--- config.mk ---
export PLATFORM = sky130hd
export DESIGN_NAME = ipv6_neighbor_cache
export DESIGN_NICKNAME = d
export VERILOG_FILES = /design/src/rtl/nc_pkg.sv /design/src/rtl/nc_match.sv /design/src/rtl/ipv6_neighbor_cache.sv
export VERILOG_INCLUDE_DIRS = /design/src /design/src/rtl
export SDC_FILE = /design/constraint.sdc
export NUM_CORES = 2
export LEC_CHECK = 0
export ABC_CLOCK_PERIOD_IN_PS = 20300
export BUFFER_PORTS_ARGS = -buffer_cell sky130_fd_sc_hd__buf_2
export CAP_MARGIN = 30
export CORE_UTILIZATION = 54
export CTS_BUF_LIST = sky130_fd_sc_hd__clkbuf_2
export CTS_CLUSTER_DIAMETER = 40
export CTS_CLUSTER_SIZE = 20
export DETAILED_ROUTE_END_ITERATION = 10
export GPL_TIMING_DRIVEN = 0
export PLACE_DENSITY = 0.73
export SLEW_MARGIN = 20
export SYNTH_ARGS = -nofsm -noshare
export SYNTH_HDL_FRONTEND = slang
export SYNTH_SLANG_ARGS = --single-unit
--- constraint.sdc ---
create_clock -name clock -period 20.3 [get_ports clock]
set_clock_uncertainty 0.05 [all_clocks]
set_input_delay 4.06 -clock clock [delete_from_list [all_inputs] [get_ports clock]]
set_output_delay 4.06 -clock clock [all_outputs]
set_load 0.05 [all_outputs]
--- src/rtl/assert_macros.svh ---
// shared assertion macros
`ifndef ASSERT_MACROS_SVH
`define ASSERT_MACROS_SVH

// same-cycle implication, disabled while reset is high
`define NC_ASSERT_NOW(label, clk, rst, ante, cons) \
   label: assert property (@(posedge clk) disable iff (rst) (ante) |-> (cons)) \
      else $error("assertion failed");

// next-cycle implication, disabled while reset is high
`define NC_ASSERT_NEXT(label, clk, rst, ante, cons) \
   label: assert property (@(posedge clk) disable iff (rst) (ante) |=> (cons)) \
      else $error("assertion failed");

`endif

--- src/rtl/nc_pkg.sv ---
`default_nettype none
package nc_pkg;

   // request codes
   localparam logic REQ_ADD    = 1'b0;
   localparam logic REQ_SEARCH = 1'b1;

   // top byte that marks a multicast address
   localparam logic [7:0] MCAST_TOP    = 8'hff;
   // first two bytes of a derived multicast mac
   localparam logic [7:0] MCAST_PREFIX = 8'h33;

   typedef enum logic [1:0] {
      ADD_SEARCH   = 2'd0,
      ADD_UPDATED  = 2'd1,
      ADD_INSERTED = 2'd2,
      ADD_REJECTED = 2'd3
   } add_status_type;

   typedef struct packed {
      logic        req_type;
      logic [63:0] ip_high;
      logic [63:0] ip_low;
      logic [47:0] eth_in;
   } nc_req_type;

   typedef struct packed {
      logic           found;
      logic [47:0]    eth_out;
      add_status_type add_status;
   } nc_rsp_type;

   typedef struct packed {
      logic [63:0] addr_high;
      logic [63:0] addr_low;
      logic [47:0] mac;
   } nc_entry_type;

   typedef enum logic [1:0] {
      S_IDLE,
      S_CHECK,
      S_SCAN,
      S_RESP
   } nc_state_type;

endpackage
`default_nettype wire

--- src/rtl/nc_match.sv ---
`default_nettype none
`include "assert_macros.svh"
module nc_match
   import nc_pkg::*;
#(
   parameter int TABLE_ENTRIES = 16
) (
   input  wire logic                             clock,
   input  wire logic                             reset,
   input  wire logic                             rd_en,
   input  wire logic [$clog2(TABLE_ENTRIES)-1:0] rd_idx,
   input  wire logic [63:0]                      key_high,
   input  wire logic [63:0]                      key_low,
   input  wire logic                             wr_en,
   input  wire logic [$clog2(TABLE_ENTRIES)-1:0] wr_idx,
   input  wire nc_entry_type                     wr_entry,
   output logic                                  cmp_vld,
   output logic [$clog2(TABLE_ENTRIES)-1:0]      cmp_idx,
   output logic                                  hit,
   output logic [47:0]                           cmp_mac
);

   localparam int IDX_W = $clog2(TABLE_ENTRIES);

   nc_entry_type               entry_mem [TABLE_ENTRIES];
   logic [TABLE_ENTRIES-1:0]   valid_ff;
   nc_entry_type               rd_data_ff;
   logic                       ent_vld_ff;
   logic                       cmp_vld_ff;
   logic [IDX_W-1:0]           cmp_idx_ff;

   // single write port
   always_ff @(posedge clock) begin
      if (wr_en) begin
         entry_mem[wr_idx] <= wr_entry;
      end
   end

   // per-entry valid bits, an invalid entry never reports a hit
   always_ff @(posedge clock) begin
      if (reset) begin
         valid_ff <= '0;
      end else if (wr_en) begin
         valid_ff[wr_idx] <= 1'b1;
      end
   end

   // single registered read port
   always_ff @(posedge clock) begin
      if (rd_en) begin
         rd_data_ff <= entry_mem[rd_idx];
         ent_vld_ff <= valid_ff[rd_idx];
         cmp_idx_ff <= rd_idx;
      end
   end

   always_ff @(posedge clock) begin
      if (reset) begin
         cmp_vld_ff <= 1'b0;
      end else begin
         cmp_vld_ff <= rd_en;
      end
   end

   // the one shared 128-bit comparator
   assign hit     = cmp_vld_ff && ent_vld_ff &&
                    (rd_data_ff.addr_high == key_high) &&
                    (rd_data_ff.addr_low == key_low);
   assign cmp_vld = cmp_vld_ff;
   assign cmp_idx = cmp_idx_ff;
   assign cmp_mac = rd_data_ff.mac;

   `NC_ASSERT_NEXT(a_read_lands, clock, reset, rd_en, cmp_vld && (cmp_idx == $past(rd_idx)))
   `NC_ASSERT_NOW(a_hit_needs_read, clock, reset, hit, cmp_vld_ff && ent_vld_ff)
   `NC_ASSERT_NEXT(a_write_sets_valid, clock, reset, wr_en, valid_ff != '0)

endmodule
`default_nettype wire

--- src/rtl/ipv6_neighbor_cache.sv ---
// IPv6 neighbor cache: a fully associative table of TABLE_ENTRIES entries mapping
// an IPv6 address to a 48-bit mac, with round-robin replacement. An add beat
// refreshes the mac of a held address or overwrites the entry at the victim pointer;
// multicast and all-zero addresses are rejected. A search beat derives 33:33 plus
// the low 32 address bits for a multicast address and otherwise looks the address
// up. Every request beat gives exactly one response beat. One request is handled at
// a time: a rejected add, a multicast search or an all-zero search goes from the
// check step straight to the response step; any other request scans the table one
// entry per cycle through the single read port of the entry memory and the one
// 128-bit comparator, stopping at the first match. A new request is accepted as soon
// as the previous one has been placed in the response register, even if that
// response is still waiting for rsp_ready. Reset clears the valid bits at once, so
// there is no clearing pass.
`default_nettype none
`include "assert_macros.svh"
module ipv6_neighbor_cache
   import nc_pkg::*;
#(
   parameter int TABLE_ENTRIES = 16
) (
   input  wire logic       clock,
   input  wire logic       reset,
   input  wire logic       req_valid,
   output logic            req_ready,
   input  wire nc_req_type req_data,
   output logic            rsp_valid,
   input  wire logic       rsp_ready,
   output nc_rsp_type      rsp_data
);

   localparam int               IDX_W    = $clog2(TABLE_ENTRIES);
   localparam logic [IDX_W-1:0] LAST_IDX = IDX_W'(TABLE_ENTRIES - 1);

   nc_state_type     state_ff, state_in;
   nc_req_type       req_ff;
   nc_rsp_type       res_ff, res_in;
   nc_rsp_type       rsp_ff;
   logic             rsp_valid_ff, rsp_valid_in;
   logic [IDX_W-1:0] victim_ff, victim_in;
   logic [IDX_W-1:0] rd_idx_ff, rd_idx_in;
   logic             rd_stop_ff, rd_stop_in;

   // request classification on the held beat
   logic             is_mcast;
   logic             is_zero;
   logic             scan_go;
   logic             rsp_load;

   // match unit hookup
   logic             rd_en;
   logic             wr_en;
   logic [IDX_W-1:0] wr_idx;
   nc_entry_type     wr_entry;
   logic             cmp_vld;
   logic [IDX_W-1:0] cmp_idx;
   logic             hit;
   logic [47:0]      cmp_mac;
   logic             scan_end;
   logic             insert_done;

   assign is_mcast = (req_ff.ip_high[63:56] == MCAST_TOP);
   assign is_zero  = (req_ff.ip_high == 64'd0) && (req_ff.ip_low == 64'd0);
   assign scan_go  = !(is_mcast || is_zero);
   // response register is free when empty or being drained this cycle
   assign rsp_load = (state_ff == S_RESP) && (!rsp_valid_ff || rsp_ready);
   // scan ends at the first match or after the last entry was compared
   assign scan_end = cmp_vld && (hit || (cmp_idx == LAST_IDX));
   // add that missed every entry and takes the victim slot
   assign insert_done = (state_ff == S_SCAN) && scan_end && !hit &&
                        (req_ff.req_type == REQ_ADD);

   nc_match #(
      .TABLE_ENTRIES(TABLE_ENTRIES)
   ) u_match (
      .clock    (clock),
      .reset    (reset),
      .rd_en    (rd_en),
      .rd_idx   (rd_idx_ff),
      .key_high (req_ff.ip_high),
      .key_low  (req_ff.ip_low),
      .wr_en    (wr_en),
      .wr_idx   (wr_idx),
      .wr_entry (wr_entry),
      .cmp_vld  (cmp_vld),
      .cmp_idx  (cmp_idx),
      .hit      (hit),
      .cmp_mac  (cmp_mac)
   );

   // next state
   always_comb begin
      state_in = state_ff;
      case (state_ff)
         S_IDLE: begin
            if (req_valid) begin
               state_in = S_CHECK;
            end
         end
         S_CHECK: begin
            state_in = scan_go ? S_SCAN : S_RESP;
         end
         S_SCAN: begin
            if (scan_end) begin
               state_in = S_RESP;
            end
         end
         S_RESP: begin
            if (rsp_load) begin
               state_in = S_IDLE;
            end
         end
         default: begin
            state_in = S_IDLE;
         end
      endcase
   end

   // sequencer outputs and datapath next values
   always_comb begin
      req_ready  = 1'b0;
      rd_en      = 1'b0;
      wr_en      = 1'b0;
      wr_idx     = victim_ff;
      wr_entry   = '{addr_high: req_ff.ip_high, addr_low: req_ff.ip_low,
                     mac: req_ff.eth_in};
      res_in     = res_ff;
      victim_in  = victim_ff;
      rd_idx_in  = rd_idx_ff;
      rd_stop_in = rd_stop_ff;
      case (state_ff)
         S_IDLE: begin
            req_ready = 1'b1;
         end
         S_CHECK: begin
            // preset the answer for a miss, a reject or a derived multicast mac
            rd_idx_in         = '0;
            rd_stop_in        = 1'b0;
            res_in            = '0;
            res_in.add_status = (req_ff.req_type == REQ_SEARCH) ? ADD_SEARCH
                                                                : ADD_REJECTED;
            if ((req_ff.req_type == REQ_SEARCH) && is_mcast) begin
               res_in.found   = 1'b1;
               res_in.eth_out = {MCAST_PREFIX, MCAST_PREFIX, req_ff.ip_low[31:0]};
            end
         end
         S_SCAN: begin
            rd_en = !rd_stop_ff;
            if (!rd_stop_ff) begin
               if (rd_idx_ff == LAST_IDX) begin
                  rd_stop_in = 1'b1;
               end else begin
                  rd_idx_in = rd_idx_ff + 1'b1;
               end
            end
            if (cmp_vld && hit) begin
               if (req_ff.req_type == REQ_ADD) begin
                  // refresh the mac of the held address
                  wr_en             = 1'b1;
                  wr_idx            = cmp_idx;
                  res_in.add_status = ADD_UPDATED;
               end else begin
                  res_in.found   = 1'b1;
                  res_in.eth_out = cmp_mac;
               end
            end else if (cmp_vld && (cmp_idx == LAST_IDX)) begin
               if (req_ff.req_type == REQ_ADD) begin
                  // miss: overwrite the victim and move the pointer on
                  wr_en             = 1'b1;
                  wr_idx            = victim_ff;
                  victim_in         = (victim_ff == LAST_IDX) ? '0 : victim_ff + 1'b1;
                  res_in.add_status = ADD_INSERTED;
               end
            end
         end
         S_RESP: begin
         end
         default: begin
         end
      endcase
   end

   // response register drains independently of the sequencer
   always_comb begin
      rsp_valid_in = rsp_valid_ff;
      if (rsp_load) begin
         rsp_valid_in = 1'b1;
      end else if (rsp_ready) begin
         rsp_valid_in = 1'b0;
      end
   end

   // control state
   always_ff @(posedge clock) begin
      if (reset) begin
         state_ff     <= S_IDLE;
         rsp_valid_ff <= 1'b0;
         victim_ff    <= '0;
         rd_idx_ff    <= '0;
         rd_stop_ff   <= 1'b0;
      end else begin
         state_ff     <= state_in;
         rsp_valid_ff <= rsp_valid_in;
         victim_ff    <= victim_in;
         rd_idx_ff    <= rd_idx_in;
         rd_stop_ff   <= rd_stop_in;
      end
   end

   // payload registers
   always_ff @(posedge clock) begin
      if (req_valid && req_ready) begin
         req_ff <= req_data;
      end
      res_ff <= res_in;
      if (rsp_load) begin
         rsp_ff <= res_ff;
      end
   end

   assign rsp_valid = rsp_valid_ff;
   assign rsp_data  = rsp_ff;

   // a match always ends the scan and moves to the response step
   `NC_ASSERT_NEXT(a_hit_ends_scan, clock, reset, (state_ff == S_SCAN) && hit, state_ff == S_RESP)
   // the victim pointer moves only when a new entry is inserted
   `NC_ASSERT_NEXT(a_victim_moves_on_insert, clock, reset, !insert_done, $stable(victim_ff))
   // a response is only loaded out of the response step
   `NC_ASSERT_NOW(a_rsp_from_resp, clock, reset, $rose(rsp_valid_ff), $past(state_ff) == S_RESP)
   // the table is written only while scanning
   `NC_ASSERT_NOW(a_write_in_scan, clock, reset, wr_en, state_ff == S_SCAN)

endmodule
`default_nettype wire

==> results.md <==
* Status: finished clean
* Core Area at roughly 0.23 sq mm
* Cell leakage power at ~43 nW
* Maximum vdd drop at 0.0000640 V
* CTS tree: yes
* Clk_lat worst skew at 2130 ps
* # DRC at 0
* Synth warn at 0
* Layout Cells excl Fill at 9217
* Synthesized flop and latch total at 3305
* Worst Setup SP: req_ff[76]
* TNS Setup at 0 ps
* Critical Path RT at 21940 ps
* DIE WIDTH at 480 um
* Crit path DAT at between 9000 and 10000 ps
* Largest cells by area after synthesis: edfxtp_1 (80%), mux4_2 (16%), xnor2_1 (0.61%)
* Flop2flop setup slack at 12660 ps
* WL per Instance at around 35 um
* Final hold viol count at 0
* Total gr overflow at 0
* Crit end category: flip-flop
* Initial core utilization at 54.3%
* Post-synth ARST share at 0%
* Leading cell type by number of instances after synthesis: edfxtp_1
* Measured slew at the worst slew-check pin at between 1000 and 1500 ps
* Initial antenna violation count at 13
* IO Pins at 234
* # setup viols final at 0
* Syn-to-layout area delta at 13.6%
* HP Class: reg2reg
* RR Startpoint: req_ff[76]
* Cell Area, Synth at ~0.12 sq mm
* Max-cap viol count at 0
* Buffers on Ports at 233
* Hold-fix buffers at CTS at 0
* CTS sink count at 3305
* Largest net degree at the start of global routing at 58
* Worst Setup EP: u_match.entry_mem[10][43]
* EDFF count, synth at 3276
* Post-synth top area share at 79.7%
* Reg2reg end: u_match.entry_mem[10][43]
* Sequential fraction of the synthesis area at 80.2%
* Synth unique cells at 55
* # rows at between 150 and 200
* Dominant cell type by area after synthesis: edfxtp_1
* Die area at 0.231 sq mm
* Max_slew headroom at 7.43%
* Iteration-0 DRC count of the detailed router at between 9000 and 10000
* First-pass GRT wire length at 452000 um
* Share of post-route cells with drive strength above 1 at between 30% and 40%
* CP startpoint kind: flip-flop
* Worst Path Max Fanout at 19
* Power Density at 103 mW/mm^2
* RSZ-0062 raised after global routing: no
* Placed insts at 8510
* Worst-path clk slew at 290 ps
* Max-slew violation count at 0
* Crit Path Category: reg2reg
* Post-cts resize count at 0
* Max Root-Sink Buffers at 4
* Top post-synthesis cells by count: edfxtp_1 (3276), mux4_2 (867), clkbuf_1 (154)
* Syn_nets at 5185
* Final-stage net count at 6084
* Total track usage at 28.4%
* Clock root buffer: clkbuf_2
* Final WL at roughly 330000 um
* TritonCTS Buffers at 376
* Final min period at 7640 ps
* Postcts setup bufs at 0
* Cells after Synth at 4998
* GPL Wtd Cong at 0.868
* Power consumption at about 14 mW
* Tcrit/Tclk final at a little under two fifths
* Syn Area/Cell at 24.7 sq um
* Via/cell ratio at 6.62
* Max H-tree Level at 5
* Post-DRT Antenna Nets at 0
* Drt pass-1 iters at 6
* Fin util at 61.7%
* Fmax at 131 MHz
* Total vias in the final route at 61000
* Most used DFF post-synth: edfxtp_1
* DIE HEIGHT at just under 500 um
* Vias in the first global route at ~60000
* Reg2Reg Depth at 15
* Hpwl dp at 213000 um
## registers in the layout (all words and copies together), names as in the netlist, 4 cells and up
| name | count |
|---|---|
| u_match.entry_mem | 2816 |
| req_ff | 177 |
| u_match.rd_data_ff | 128 |
| res_ff | 51 |
| rsp_data | 51 |
| u_match.cmp_mac | 48 |
| u_match.valid_ff | 16 |
| rd_idx_ff | 4 |
| u_match.cmp_idx | 4 |
| victim_ff | 4 |
## metrics by stage
stage,setup slack (ps),area [sq um],hold WS (ps)
floorplan,4860,123000,350
detailed placement,13250,135000,355
global placement,-14910,128000,351
finish,12660,140000,352
global route,12830,140000,383
CTS,12740,140000,365
## routing by layer
layer	wire length (um)	vias to the layer above	share of wire [%]	track usage, %
li1	-	23600	-	-
met1	118000	32000	36	39.0
met2	154000	4644	47	43.4
met3	38800	805	12	7.14
met4	16300	12	5.0	13.2
met5	86	-	0.026	0
## report_power, final
part | total (mW) | internal (mW) | leakage (nW) | switching [mW]
logic | 1.99 | 0.876 | 9.84 | 1.11
registers | 8.66 | 8.14 | 29.8 | 0.518
clock network | 3.77 | 1.17 | 3.20 | 2.60
## layout by cell type (no fill, tap or decap), types with 30 or more instances in the layout
master,instances
bufinv_16,30
mux4_2,867
nor4_1,44
nand4_1,40
a22o_1,32
buf_2,254
a21oi_1,37
inv_6,63
clkbuf_1,124
buf_16,169
clkinv_8,32
inv_8,46
nor2b_1,60
clkbuf_2,435
buf_8,45
buf_6,47
nand2_1,32
xnor2_1,86
clkinv_4,34
edfxtp_1,3276
buf_1,52
## cell families (layout without fill, tap and decap cells)
logic type / Yosys count / after routing / synth area share [%]
mux: 890 / 890 / 16.0
compound gates: 171 / 171 / 0.991
simple gates: 273 / 273 / 1.31
xor+xnor: 97 / 97 / 0.688
other cells: 0 / 8 / 0
flops: 3305 / 3305 / 80.2
fa+ha+maj: 6 / 6 / 0.0608
buf+inv: 256 / 1458 / 0.798
## final cells by class
cell class	instances	area, sq um
repair buffers	521	7460
clock inverters	277	3260
diodes	8	20.0
clock buffers	404	2020
fillers	14800	87000
inverters	28	113
plain buffers	228	933
multi-input cells	1437	23800
well taps	3009	3760
flip-flops and latches	3305	99000
## worst min path at each step
stage	start	endpoint	slack, ps	depth (start not counted)
2_1_floorplan	res_ff[0]	rsp_data[0]	350	0
3_3_place_gp	res_ff[37]	rsp_data[37]	350	0
3_5_place_dp	res_ff[15]	rsp_data[15]	350	0
4_1_cts	res_ff[38]	rsp_data[38]	360	0
5_1_grt	res_ff[50]	rsp_data[50]	380	0
6_report	rd_idx_ff[2]	u_match.cmp_idx[2]	350	0
## critical path, cell delays in order, from the launching register on
cell      delay, ps
edfxtp_1        850
xnor2_1         960
nand4_1         600
nor4_1          790
nand4_1         370
nor4_2          890
nand2_1         450
clkbuf_1        420
buf_8           260
o21ai_4         460
buf_16          230
buf_16          190
buf_16          190
buf_16          180
buf_16          180
buf_8           180
(Power assumes the default switching activity.)
